**src/rtl/core/pfms_pkg.sv**
```systemverilog
// Package for the per-feature mean and standard deviation unit.
// Holds the shared constants, codes, state encoding and interface structs.
// No dependencies.
package pfms_pkg;

  localparam int MAX_FEATURES = 16;
  localparam int IDX_W        = $clog2(MAX_FEATURES);
  localparam int POS_W        = $clog2(MAX_FEATURES + 1);
  localparam logic [15:0] MAX_SAMPLES = 16'hFFFF;

  localparam int WIDE_W  = 80;
  localparam int OPB_W   = 48;
  localparam int CNT_W   = 7;

  localparam logic [CNT_W-1:0] MUL_STEPS  = CNT_W'(48);
  localparam logic [CNT_W-1:0] DIV_STEPS  = CNT_W'(80);
  localparam logic [CNT_W-1:0] SQRT_STEPS = CNT_W'(16);

  typedef enum logic [1:0] {
    OP_ADD    = 2'd0,
    OP_REPORT = 2'd1,
    OP_CLEAR  = 2'd2,
    OP_NONE   = 2'd3
  } op_e;

  typedef enum logic [1:0] {
    IT_MUL  = 2'd0,
    IT_DIV  = 2'd1,
    IT_SQRT = 2'd2
  } iter_op_e;

  typedef enum logic [3:0] {
    ST_IDLE,
    ST_LOAD,
    ST_MEAN,
    ST_N2,
    ST_SQA,
    ST_SS,
    ST_SQB,
    ST_DEN,
    ST_DIVS,
    ST_ROOT,
    ST_OUT,
    ST_EMPTY
  } state_e;

  typedef struct packed {
    logic                start;
    iter_op_e            op;
    logic [WIDE_W-1:0]   a;
    logic [OPB_W-1:0]    b;
  } iter_req_t;

  typedef struct packed {
    logic signed [31:0] sum;
    logic [47:0]        sq_sum;
    logic [15:0]        present;
  } entry_t;

endpackage

```
**src/rtl/core/pfms_store.sv**
```systemverilog
// Per-feature accumulator store: sum, sum of squares and present count.
// Depends on pfms_pkg.
module pfms_store (
  input  logic                       clk_i,
  input  logic                       rst_ni,
  input  logic                       clr_i,
  input  logic                       add_i,
  input  logic [pfms_pkg::IDX_W-1:0] idx_i,
  input  logic signed [15:0]         value_i,
  output pfms_pkg::entry_t           entry_o
);
  import pfms_pkg::*;

  logic signed [31:0] sum_q     [MAX_FEATURES];
  logic [47:0]        sq_q      [MAX_FEATURES];
  logic [15:0]        present_q [MAX_FEATURES];
  logic signed [31:0] square;

  assign square          = value_i * value_i;
  assign entry_o.sum     = sum_q[idx_i];
  assign entry_o.sq_sum  = sq_q[idx_i];
  assign entry_o.present = present_q[idx_i];

  always_ff @(posedge clk_i or negedge rst_ni) begin
    if (!rst_ni) begin
      for (int i = 0; i < MAX_FEATURES; i++) begin
        sum_q[i]     <= '0;
        sq_q[i]      <= '0;
        present_q[i] <= '0;
      end
    end else if (clr_i) begin
      for (int i = 0; i < MAX_FEATURES; i++) begin
        sum_q[i]     <= '0;
        sq_q[i]      <= '0;
        present_q[i] <= '0;
      end
    end else if (add_i) begin
      sum_q[idx_i]     <= sum_q[idx_i] + 32'(value_i);
      sq_q[idx_i]      <= sq_q[idx_i] + {16'd0, 32'(unsigned'(square))};
      present_q[idx_i] <= present_q[idx_i] + 16'd1;
    end
  end

endmodule

```
**config.mk**
```make
export PLATFORM = sky130hd
export DESIGN_NAME = pfms_store
export DESIGN_NICKNAME = d
export VERILOG_FILES = /design/src/rtl/core/pfms_pkg.sv /design/src/rtl/core/pfms_store.sv
export SDC_FILE = /design/constraint.sdc
export NUM_CORES = 2
export LEC_CHECK = 0
export BUFFER_PORTS_ARGS = -buffer_cell sky130_fd_sc_hd__buf_2
export CORE_MARGIN = 2
export CORE_UTILIZATION = 35
export CTS_BUF_LIST = sky130_fd_sc_hd__clkbuf_4 sky130_fd_sc_hd__clkbuf_8
export CTS_CLUSTER_SIZE = 12
export DETAILED_ROUTE_END_ITERATION = 10
export GPL_ROUTABILITY_DRIVEN = 0
export SKIP_CTS_REPAIR_TIMING = 1
export SYNTH_ARGS = -nofsm -noshare
export SYNTH_HDL_FRONTEND = slang
export SYNTH_SLANG_ARGS = --single-unit
export TNS_END_PERCENT = 10
```
**constraint.sdc**
```tcl
create_clock -name clk_i -period 9.1 [get_ports clk_i]
set_input_delay 1.82 -clock clk_i [delete_from_list [all_inputs] [get_ports clk_i]]
set_output_delay 1.82 -clock clk_i [all_outputs]
set_load 0.05 [all_outputs]
```
==> flow_metrics.env <==
export IMPL_syn_inst=6716
export IMPL_max_freq_mhz=115
export IMPL_wl_met3_um=30700
export IMPL_syn_nets=7128
export IMPL_row_count=176
export IMPL_synth_seq_cells=1536
export IMPL_synthArstFlopShare=1.00
export IMPL_antenna_found_initial=14
export IMPL_clockBufferDepth=4
export IMPL_ios=120
export IMPL_die_h_um=485
export IMPL_cts_tree="yes"
export IMPL_num_vias=61900
export IMPL_critPathBufInv=8
export IMPL_synth_seq_area_share=0.474
export IMPL_startpoint_type="primary input"
export IMPL_syn_avg_cell_area_um2=12.1
export IMPL_max_slew_worst_pin_slew_ps=1340
export IMPL_clk_latency_ps=1060
export IMPL_top_layer_used="met5"
export IMPL_synth_edf_count=0
export IMPL_cp_slowest_cell="fa_1"
export IMPL_cp_top_family="adder cells"
export IMPL_fin_cells=10200
export IMPL_maxCapViolations=0
export IMPL_critPathKind="in2reg"
export IMPL_fin_tns_setup_ps=0
export IMPL_p_per_area_nw_per_um2=463
export IMPL_routed_wl_um=283000
export IMPL_htree_levels=5
export IMPL_drc=0
export IMPL_io_buffers=119
export IMPL_hp_class="reg2reg"
export IMPL_ys_types=83
export IMPL_crit_path_frequent_cell="fa_1"
export IMPL_cp_required_ps=9950
export IMPL_grt_usage=0.239
export IMPL_period_share=0.952
export IMPL_status="completed"
export IMPL_clock_sinks=1536
export IMPL_nets=7378
export IMPL_layout_commonest_cell="dfrtp_1"
export IMPL_area_delta_synth_final_pct=14.5
export IMPL_first_global_vias=63800
export IMPL_grt_pass1_wl_um=424000
export IMPL_core_um2=230000
export IMPL_power_leakage_nw=43.5
export IMPL_die_w_um=485
export IMPL_peakVddDrop_mv=1.54
export IMPL_synth_flop_cell="dfrtp_1"
export IMPL_numCtsBuffers=279
export IMPL_final_cell_mix="dfrtp_1 (1536), a22o_1 (988), nand2_1 (709)"
export IMPL_grt_max_degree=187
export IMPL_worst_slew_margin_rel=0.107
export IMPL_layout_drive_gt1_share=0.225
export IMPL_pre_cts_slack_ps=-812
export IMPL_setup_ws_ps=436
export IMPL_grt_overflow=0
export IMPL_cpPeakStageDelay_ps=590
export IMPL_syn_area_um2=81100
export IMPL_root_buffer="clkbuf_8"
export IMPL_routedWlPerCell_um=27.8
export IMPL_dpl_cell_count=9710
export IMPL_dieArea_um2=235000
export IMPL_dr_first_iter_drc_count=7154
export IMPL_crit_fanout=32
export IMPL_rsz0062_at_grt="false"
export IMPL_place_hpwl_um=160000
export IMPL_fin_worst_skew_ps=105
export IMPL_finalCriticalPeriod_ps=8660
export IMPL_ff2ff_setup_slack_ps=3520
export IMPL_worst_ep_arrival_time_ps=9510
export IMPL_floorplan_initialDensity=0.352
export IMPL_antenna_left=0
export IMPL_final_hold_violation_count=0
export IMPL_end_kind="flop"
export IMPL_viasPerCell=6.08
export IMPL_yosysWarnings=0
export IMPL_dr_wl_met2_um=127000
export IMPL_dr_pass1_iters=6
export IMPL_met1_length_um=113000
export IMPL_report_final_slew_viol_count=0
export IMPL_cts_clk_slew_worst_paths_ps=60
export IMPL_finalSetupViolCount=0
[where the power goes]
group	leakage (nW)	internal, W	switching [W]
Combinational	19.1	0.0122	0.0163
Clock	3.00	0.00383	0.00292
Sequential	21.4	0.00742	0.000332
[synthesized netlist by cell type (9+ instances only)]
| cell | count | area share |
|---|---|---|
| nor3_2 | 11 | 0.0014 |
| a211oi_1 | 16 | 0.0015 |
| mux4_1 | 45 | 0.015 |
| inv_1 | 356 | 0.016 |
| buf_4 | 15 | 0.0014 |
| ha_1 | 150 | 0.023 |
| nand4_1 | 46 | 0.0036 |
| nand3_1 | 135 | 0.0083 |
| dfrtp_1 | 1536 | 0.47 |
| xor2_1 | 28 | 0.0030 |
| mux2i_1 | 12 | 0.0015 |
| or2_2 | 9 | 0.00069 |
| nand2b_1 | 21 | 0.0016 |
| nor3_1 | 24 | 0.0015 |
| buf_6 | 32 | 0.0044 |
| nor2_1 | 170 | 0.0079 |
| a22o_2 | 10 | 0.0012 |
| and2_1 | 52 | 0.0040 |
| buf_2 | 72 | 0.0044 |
| o21a_1 | 13 | 0.0012 |
| a31oi_1 | 16 | 0.0012 |
| mux4_2 | 418 | 0.12 |
| a221o_1 | 56 | 0.0069 |
| a21oi_1 | 162 | 0.010 |
| a22o_1 | 988 | 0.11 |
| o21ai_0 | 441 | 0.027 |
| and3_1 | 24 | 0.0019 |
| fa_1 | 238 | 0.059 |
| nand2_1 | 725 | 0.034 |
| a211o_1 | 17 | 0.0018 |
| a21o_1 | 37 | 0.0034 |
| buf_1 | 43 | 0.0020 |
| nor2b_1 | 20 | 0.0015 |
| a22oi_1 | 17 | 0.0016 |
| o211ai_1 | 33 | 0.0031 |
| or3_1 | 54 | 0.0042 |
| o21bai_1 | 9 | 0.00083 |
| xnor2_1 | 76 | 0.0082 |
| clkbuf_1 | 476 | 0.022 |
[registers in the layout (all words and copies together), names as in the netlist]
| name | flops |
|---|---|
| present_q | 256 |
| sum_q | 512 |
| sq_q | 768 |
[per-stage QoR]
stage,utilization,power (W),cell area (um2),hold slack (ps)
finish,0.403,0.0430,92800,471
global route,0.403,0.0459,92800,490
CTS,0.403,0.0426,92800,476
detailed placement,0.379,0.0356,87200,462
global placement,0.379,0.0353,87200,453
floorplan,-,0.0228,81200,442
[layer usage]
metal  up-vias  track usage
li1      25200            -
met1     32300        0.322
met2      3628        0.364
met3       758       0.0646
met4         6       0.0954
met5         -            0
[final cells by class]
cell class | count | area [um2]
Fill cell | 21500 | 137000
Multi-Input combinational cell | 4175 | 38800
Sequential cell | 1536 | 38400
Clock buffer | 436 | 5360
Timing Repair Buffer | 615 | 4820
Tap cell | 3026 | 3790
Inverter | 359 | 1350
Clock inverter | 27 | 251
Antenna cell | 5 | 12.5
[tightest hold or removal path, cell delays in order, from the launching register on]
cell and delay, ps:
dfrtp_1 340, nand2_1 40, o21ai_0 60
[kinds of logic (layout without fill, tap and decap cells)]
logic type	after synthesis	count (layout)	share of synthesized area
other	0	5	0
xor gates and xnor gates	105	105	0.0114
AOI/OAI and AO/OA	1885	1885	0.175
muxes	476	476	0.132
adders and majority gates	388	388	0.0819
DFF	1536	1536	0.474
buffers and inverters	1005	1437	0.0526
and+or+nand+nor	1321	1321	0.0730
[path summary, 6_finish.rpt]
kind / from / endpoint / depth (start not counted)
max: value_i[10] / sq_q[47] / 32
min: present_q[83] / present_q[83] / 2
max reg2reg: sum_q[96] / sum_q[342] / 12
min reg2reg: present_q[83] / present_q[83] / 2
max in group asynchronous: rst_ni / sq_q[535] / 3
min in group asynchronous: rst_ni / sq_q[574] / 1
No activity file was read; power rests on OpenSTA's default activity.
