===== src/rtl/core/pfms_pkg.sv =====
// Package for the per-feature mean and standard deviation unit.
// Holds the shared constants, codes, state encoding and interface structs.
// No dependencies.
package pfms_pkg;

  localparam int MAX_FEATURES = 16;
  localparam int IDX_W        = $clog2(MAX_FEATURES);
  localparam int POS_W        = $clog2(MAX_FEATURES + 1);
  localparam logic [15:0] MAX_SAMPLES = 16'hFFFF;

  localparam int WIDE_W  = 80;
  localparam int OPB_W   = 48;
  localparam int CNT_W   = 7;

  localparam logic [CNT_W-1:0] MUL_STEPS  = CNT_W'(48);
  localparam logic [CNT_W-1:0] DIV_STEPS  = CNT_W'(80);
  localparam logic [CNT_W-1:0] SQRT_STEPS = CNT_W'(16);

  typedef enum logic [1:0] {
    OP_ADD    = 2'd0,
    OP_REPORT = 2'd1,
    OP_CLEAR  = 2'd2,
    OP_NONE   = 2'd3
  } op_e;

  typedef enum logic [1:0] {
    IT_MUL  = 2'd0,
    IT_DIV  = 2'd1,
    IT_SQRT = 2'd2
  } iter_op_e;

  typedef enum logic [3:0] {
    ST_IDLE,
    ST_LOAD,
    ST_MEAN,
    ST_N2,
    ST_SQA,
    ST_SS,
    ST_SQB,
    ST_DEN,
    ST_DIVS,
    ST_ROOT,
    ST_OUT,
    ST_EMPTY
  } state_e;

  typedef struct packed {
    logic                start;
    iter_op_e            op;
    logic [WIDE_W-1:0]   a;
    logic [OPB_W-1:0]    b;
  } iter_req_t;

  typedef struct packed {
    logic signed [31:0] sum;
    logic [47:0]        sq_sum;
    logic [15:0]        present;
  } entry_t;

endpackage


===== src/rtl/core/pfms_iter.sv =====
// Shared iterative arithmetic unit: shift-add multiply, restoring divide and
// digit-by-digit square root, all on one 80-bit adder/subtractor.
// Depends on pfms_pkg.
module pfms_iter (
  input  logic                        clk_i,
  input  logic                        rst_ni,
  input  pfms_pkg::iter_req_t         req_i,
  output logic                        done_o,
  output logic [pfms_pkg::WIDE_W-1:0] result_o
);
  import pfms_pkg::*;

  logic              busy_q, done_q;
  iter_op_e          op_q;
  logic [CNT_W-1:0]  cnt_q;
  logic [WIDE_W-1:0] acc_q, opa_q;
  logic [OPB_W-1:0]  opb_q;
  logic [WIDE_W-1:0] x, y;
  logic              sub;
  logic [WIDE_W:0]   res;
  logic              borrow;

  always_comb begin
    unique case (op_q)
      IT_MUL: begin
        x   = acc_q;
        y   = opb_q[0] ? opa_q : '0;
        sub = 1'b0;
      end
      IT_DIV: begin
        x   = {31'd0, acc_q[47:0], opa_q[WIDE_W-1]};
        y   = {32'd0, opb_q};
        sub = 1'b1;
      end
      default: begin
        x   = {61'd0, acc_q[16:0], opa_q[31:30]};
        y   = {62'd0, opb_q[15:0], 2'b01};
        sub = 1'b1;
      end
    endcase
    res    = sub ? ({1'b0, x} - {1'b0, y}) : ({1'b0, x} + {1'b0, y});
    borrow = res[WIDE_W];
  end

  always_ff @(posedge clk_i or negedge rst_ni) begin
    if (!rst_ni) begin
      busy_q <= 1'b0;
      done_q <= 1'b0;
      cnt_q  <= '0;
      op_q   <= IT_MUL;
    end else begin
      done_q <= 1'b0;
      if (req_i.start) begin
        busy_q <= 1'b1;
        op_q   <= req_i.op;
        unique case (req_i.op)
          IT_MUL:  cnt_q <= MUL_STEPS;
          IT_DIV:  cnt_q <= DIV_STEPS;
          default: cnt_q <= SQRT_STEPS;
        endcase
      end else if (busy_q) begin
        cnt_q <= cnt_q - CNT_W'(1);
        if (cnt_q == CNT_W'(1)) begin
          busy_q <= 1'b0;
          done_q <= 1'b1;
        end
      end
    end
  end

  always_ff @(posedge clk_i) begin
    if (req_i.start) begin
      acc_q <= '0;
      opa_q <= req_i.a;
      opb_q <= (req_i.op == IT_SQRT) ? '0 : req_i.b;
    end else if (busy_q) begin
      unique case (op_q)
        IT_MUL: begin
          acc_q <= res[WIDE_W-1:0];
          opa_q <= {opa_q[WIDE_W-2:0], 1'b0};
          opb_q <= {1'b0, opb_q[OPB_W-1:1]};
        end
        IT_DIV: begin
          acc_q <= borrow ? x : res[WIDE_W-1:0];
          opa_q <= {opa_q[WIDE_W-2:0], ~borrow};
        end
        default: begin
          acc_q <= borrow ? x : res[WIDE_W-1:0];
          opb_q <= {opb_q[OPB_W-2:0], ~borrow};
          opa_q <= {opa_q[WIDE_W-3:0], 2'b00};
        end
      endcase
    end
  end

  assign done_o = done_q;

  always_comb begin
    unique case (op_q)
      IT_MUL:  result_o = acc_q;
      IT_DIV:  result_o = opa_q;
      default: result_o = {64'd0, opb_q[15:0]};
    endcase
  end

endmodule


===== config.mk =====
export PLATFORM = sky130hd
export DESIGN_NAME = pfms_iter
export DESIGN_NICKNAME = d
export VERILOG_FILES = /design/src/rtl/core/pfms_pkg.sv /design/src/rtl/core/pfms_iter.sv
export SDC_FILE = /design/constraint.sdc
export NUM_CORES = 1
export LEC_CHECK = 0
export CORE_UTILIZATION = 60
export DETAILED_ROUTE_END_ITERATION = 10
export DONT_BUFFER_PORTS = 1
export GPL_ROUTABILITY_DRIVEN = 0
export GPL_TIMING_DRIVEN = 0
export PLACE_DENSITY = 0.76
export SLEW_MARGIN = 0
export SYNTH_ARGS = -nofsm -noshare
export SYNTH_HDL_FRONTEND = slang
export SYNTH_SLANG_ARGS = --single-unit

===== constraint.sdc =====
create_clock -name clk_i -period 9.45 [get_ports clk_i]
set_clock_uncertainty 0.2 [all_clocks]
set_input_delay 2.835 -clock clk_i [delete_from_list [all_inputs] [get_ports clk_i]]
set_output_delay 2.835 -clock clk_i [all_outputs]
set_load 0.005 [all_outputs]

==> flow_summary.rst <==
.. list-table::
   :header-rows: 1

   * - Metric
     - Value
   * - Data required time at the worst endpoint
     - between 9 and 10 ns
   * - Placement Cell Area
     - 19700 µm²
   * - Number of iterations in the first detailed-routing pass
     - 10
   * - Worst Setup End Kind
     - flip-flop
   * - Clock power frac
     - 18.5%
   * - Average via count per standard cell
     - just under 7
   * - Clock-pin slew reported for the worst setup and hold paths after clock tree synthesis
     - roughly 0.060 ns
   * - Fin Setup TNS
     - 0 ns
   * - Global-route usage over all layers
     - 40.8%
   * - Filler Cell Count
     - between 2000 and 3000
   * - Post-DRT Antenna Nets
     - 0
   * - Fraction of power spent switching nets
     - 45.9%
   * - Ranking of synthesized cells by area
     - edfxtp_1 20%, dfxtp_1 8.4%, nand2_1 7.8%, mux2i_1 7.4%, a21oi_1 6.7%
   * - Library cell contributing the largest single delay on the critical path
     - nor4_1
   * - Top cell type's share of synthesized area
     - about a fifth
   * - Synthesized flop and latch total
     - 219
   * - Overall die height
     - ~180 µm
   * - Instance count of the mapped netlist
     - between 2000 and 2500
   * - Hold EP
     - acc_q[74]$_SDFFE_PP0P_
   * - Fraction of synthesis flops using an asynchronous set or reset pin
     - approximately 5.0%
   * - Main synth FF type
     - edfxtp_1
   * - Post-Synthesis Net Count
     - 2662
   * - Via Count
     - about 20000
   * - Internal Power
     - about 3.0 mW
   * - Total area of multi-input combinational cells
     - ~12000 µm²
   * - DRC errors left
     - 0
   * - Beginning of the worst register-to-register path
     - op_q[1]$_DFFE_PN0P_
   * - Cell accounting for the most synthesized area
     - edfxtp_1
   * - Final period util
     - 95.5%
   * - Largest fanout on the critical path
     - 10
   * - Number of H-tree levels
     - 1
   * - Mean routed wirelength per cell
     - between 20 and 25 µm
   * - Number of pins exceeding their max-slew limit in the final report
     - 0
   * - Highest Clock Rate
     - between 0.1 and 0.15 GHz
   * - Yosys warning count
     - 0
   * - Worst Hold Class
     - reg2reg
   * - Wire length of the first global-routing pass
     - 104000 µm
   * - Largest buffer count on any clock path
     - 3
   * - Layout cells sized above 1
     - under 10%
   * - Tmin final
     - approximately 9.0 ns
   * - Synthesized area
     - about 19000 µm²
   * - DP Wirelength
     - 52100 µm
   * - GRT Residual Overflow
     - 0
   * - Power density cells
     - ~270 nW/µm²
   * - Final hold viol count
     - 0
   * - Slew @ Worst Pin
     - between 1 and 1.5 ns
   * - Core outline area
     - roughly 31000 µm²
   * - Mean Syn Cell Area
     - approximately 7.8 µm²
   * - Maximum capacitance violations
     - 0
   * - Count of cells along the worst register-to-register path
     - 31
   * - Starting density of the core
     - between 60 and 70%
   * - Antenna violations before repair
     - 0
   * - Final instance area
     - around 20000 µm²
   * - Post-cts hold buffer count
     - 0
   * - TritonCTS clock tree
     - yes
   * - Final cell count without fillers
     - approximately 2900
   * - Routed WL
     - between 60000 and 70000 µm
   * - Number of enable flip-flop cells after synthesis
     - between 100 and 150
   * - Synth cell types
     - 87
   * - Net count, final
     - approximately 2700
   * - Share of the core filled with cells
     - ~66%
   * - Setup violations, final
     - 0
   * - Total Die Area
     - between 30000 and 40000 µm²
   * - Die extent in x
     - ~180 µm
   * - Capturing point of the worst reg2reg path
     - acc_q[65]$_SDFFE_PP0P_
   * - Share of synthesized area occupied by flip-flops and latches
     - 29.9%
   * - Outcome
     - finished clean
   * - Kind of critical path
     - reg2reg
   * - RSZ-0062 raised after global routing
     - false
   * - Count of buffers from port buffering
     - 0
   * - Maximum cell stage delay along the critical path
     - between 0.4 and 0.5 ns
   * - Startpoint of the most critical hold path
     - acc_q[74]$_SDFFE_PP0P_
   * - Vias in the first global route
     - between 15000 and 20000
   * - Setup slack at placement
     - 0.810 ns
   * - Total clock buffers created by CTS
     - 26
   * - Count of routing violations after the opening detailed-route iteration
     - 3110
   * - Top-level I/O count
     - around 210
   * - VDD IR max
     - between 0.00015 and 0.0002 V
   * - Data arrival time at the worst-slack endpoint
     - between 9 and 10 ns
   * - Max transition margin
     - between 8 and 9%
   * - Crit path setup slack, layout
     - 0.426 ns
   * - Critical path startpoint category
     - flip-flop
   * - Sinks on the clock net
     - 219
   * - Clock latency of the later-clocked register in the worst-skew pair
     - about 0.57 ns
   * - P_sw
     - 2.52 mW
   * - Share of power burned in combinational logic
     - 52.3%
   * - Area growth from synthesis to layout
     - 7.39%
   * - Portion of total power attributed to sequential cells
     - between 20% and 30%
   * - Internal reg-to-reg setup slack
     - roughly 0.43 ns
   * - Cell Rows
     - 64
   * - Number of cells on the worst hold path
     - 2
   * - Sequential cell area in the final layout
     - between 5000 and 6000 µm²
   * - Placed instance count
     - 2843
   * - Leakage power
     - between 8 and 9 nW
   * - Clock Root Buffer
     - clkbuf_16
   * - Pin count of the biggest net entering global routing
     - between 40 and 50
logic make-up (layout without fill, tap and decap cells):
kind of cell	Yosys count	in the layout	synth area share (%)
other	0	1	0
DFF	219	219	29.9
muxes	141	141	7.38
AOI/OAI and AO/OA	852	852	27.4
xor gates and xnor gates	105	105	4.81
and+or+nand+nor	831	831	20.2
adders and majority gates	84	84	5.54
buffers and inverters	213	264	4.75
metal layers:
| layer | part of all wire [%] | global-route usage, % |
|---|---|---|
| met5 | 0 | 0 |
| met2 | 42 | 61.8 |
| met3 | 12 | 10.6 |
| met1 | 39 | 52.4 |
| met4 | 7.0 | 24.2 |
metrics by stage:
step / hold WS [ns] / total power, mW
floorplan: 0.217 / 3.60
global route: 0.276 / 5.79
global placement: 0.227 / 4.29
CTS: 0.244 / 5.38
finish: 0.239 / 5.49
detailed placement: 0.235 / 4.36
layout make-up:
class	instances	share of cell area, %
inverters	32	0.597
diodes	1	0.0122
well taps	396	2.41
flip-flops and latches	219	27.9
multi-input cells	2013	60.9
repair buffers	4	0.305
plain buffers	181	3.84
clock buffers	42	3.86
clock inverters	5	0.244
state kept, by name (all words and copies together), names as in the netlist:
name and flops:
cnt_q 7, opb_q 48, acc_q 80, done_o 1, busy_q 1, opa_q 80
op_q 2
cells in the final DEF, fill, tap and decap left out, types with 27 or more instances in the layout:
master     count
o21ai_0      256
clkbuf_1     133
a31oi_1       28
and2_1        40
inv_1         30
ha_1          83
nand3_1       57
xor2_1        43
nor3_1        32
nand2_1      397
dfxtp_1       80
o21a_1        27
buf_1         28
a21o_1       107
nand4_1       34
mux2i_1      141
edfxtp_1     128
nor2_1       152
a21oi_1      257
xnor2_1       62
clkbuf_16     28
synth_stat cells (6+ instances only):
master / number
o21bai_1: 16
o21ai_1: 16
or3_1: 19
and3_1: 9
a32oi_1: 11
o211ai_1: 6
nand2_1: 398
o21a_1: 27
edfxtp_1: 128
a21o_1: 107
a21boi_0: 7
o22ai_1: 9
nor4_1: 9
buf_6: 7
ha_1: 83
a221oi_1: 7
dfrtp_1: 11
a32o_1: 6
buf_2: 9
xor2_1: 43
dfxtp_1: 80
a21oi_1: 257
a31oi_1: 28
a211oi_1: 12
or2_2: 6
o311ai_0: 12
nor2_1: 152
nand3b_1: 19
and2_1: 40
buf_1: 28
buf_4: 11
nor2b_1: 16
inv_1: 31
clkbuf_1: 123
o21ai_0: 256
nand3_1: 57
a2bb2oi_1: 13
xnor2_1: 62
mux2i_1: 141
nor3_1: 32
nand2b_1: 8
a311oi_1: 8
nand4_1: 34
worst max-delay path by stage:
stage / slack (ns) / cells after the start / to / from
floorplan: 3.06 / 30 / acc_q[2]$_SDFFE_PP0P_ / op_q[1]$_DFFE_PN0P_
global placement: 0.93 / 31 / acc_q[53]$_SDFFE_PP0P_ / op_q[1]$_DFFE_PN0P_
detailed placement: 0.81 / 31 / acc_q[55]$_SDFFE_PP0P_ / op_q[1]$_DFFE_PN0P_
CTS: 0.76 / 31 / acc_q[65]$_SDFFE_PP0P_ / op_q[1]$_DFFE_PN0P_
global route: 0.14 / 31 / acc_q[62]$_SDFFE_PP0P_ / op_q[1]$_DFFE_PN0P_
finish: 0.43 / 31 / acc_q[65]$_SDFFE_PP0P_ / op_q[1]$_DFFE_PN0P_
power groups by stage:
| stage | Sequential (mW) | Clock (mW) | Combinational, mW |
|---|---|---|---|
| 2_1_floorplan | 1.47 | 0 | 2.13 |
| 3_3_place_gp | 1.59 | 0 | 2.70 |
| 3_5_place_dp | 1.60 | 0 | 2.76 |
| 4_1_cts | 1.58 | 1.02 | 2.78 |
| 5_1_grt | 1.62 | 1.05 | 3.12 |
| 6_report | 1.60 | 1.02 | 2.87 |
what timing repair did:
item	CTS	global route
buffers inserted	0	2
setup endpoints to repair	0	10
gates resized for setup	0	0
hold endpoints to repair	0	0
worst max-delay path: cells and delay by family, from the launching register on:
kind	cells	cell delay (ns)
adders and majority gates	2	0.35
buffers and inverters	10	2.60
and+or+nand+nor	12	3.42
DFF	1	0.45
AOI/OAI and AO/OA	7	1.84
(Power assumes the default switching activity.)
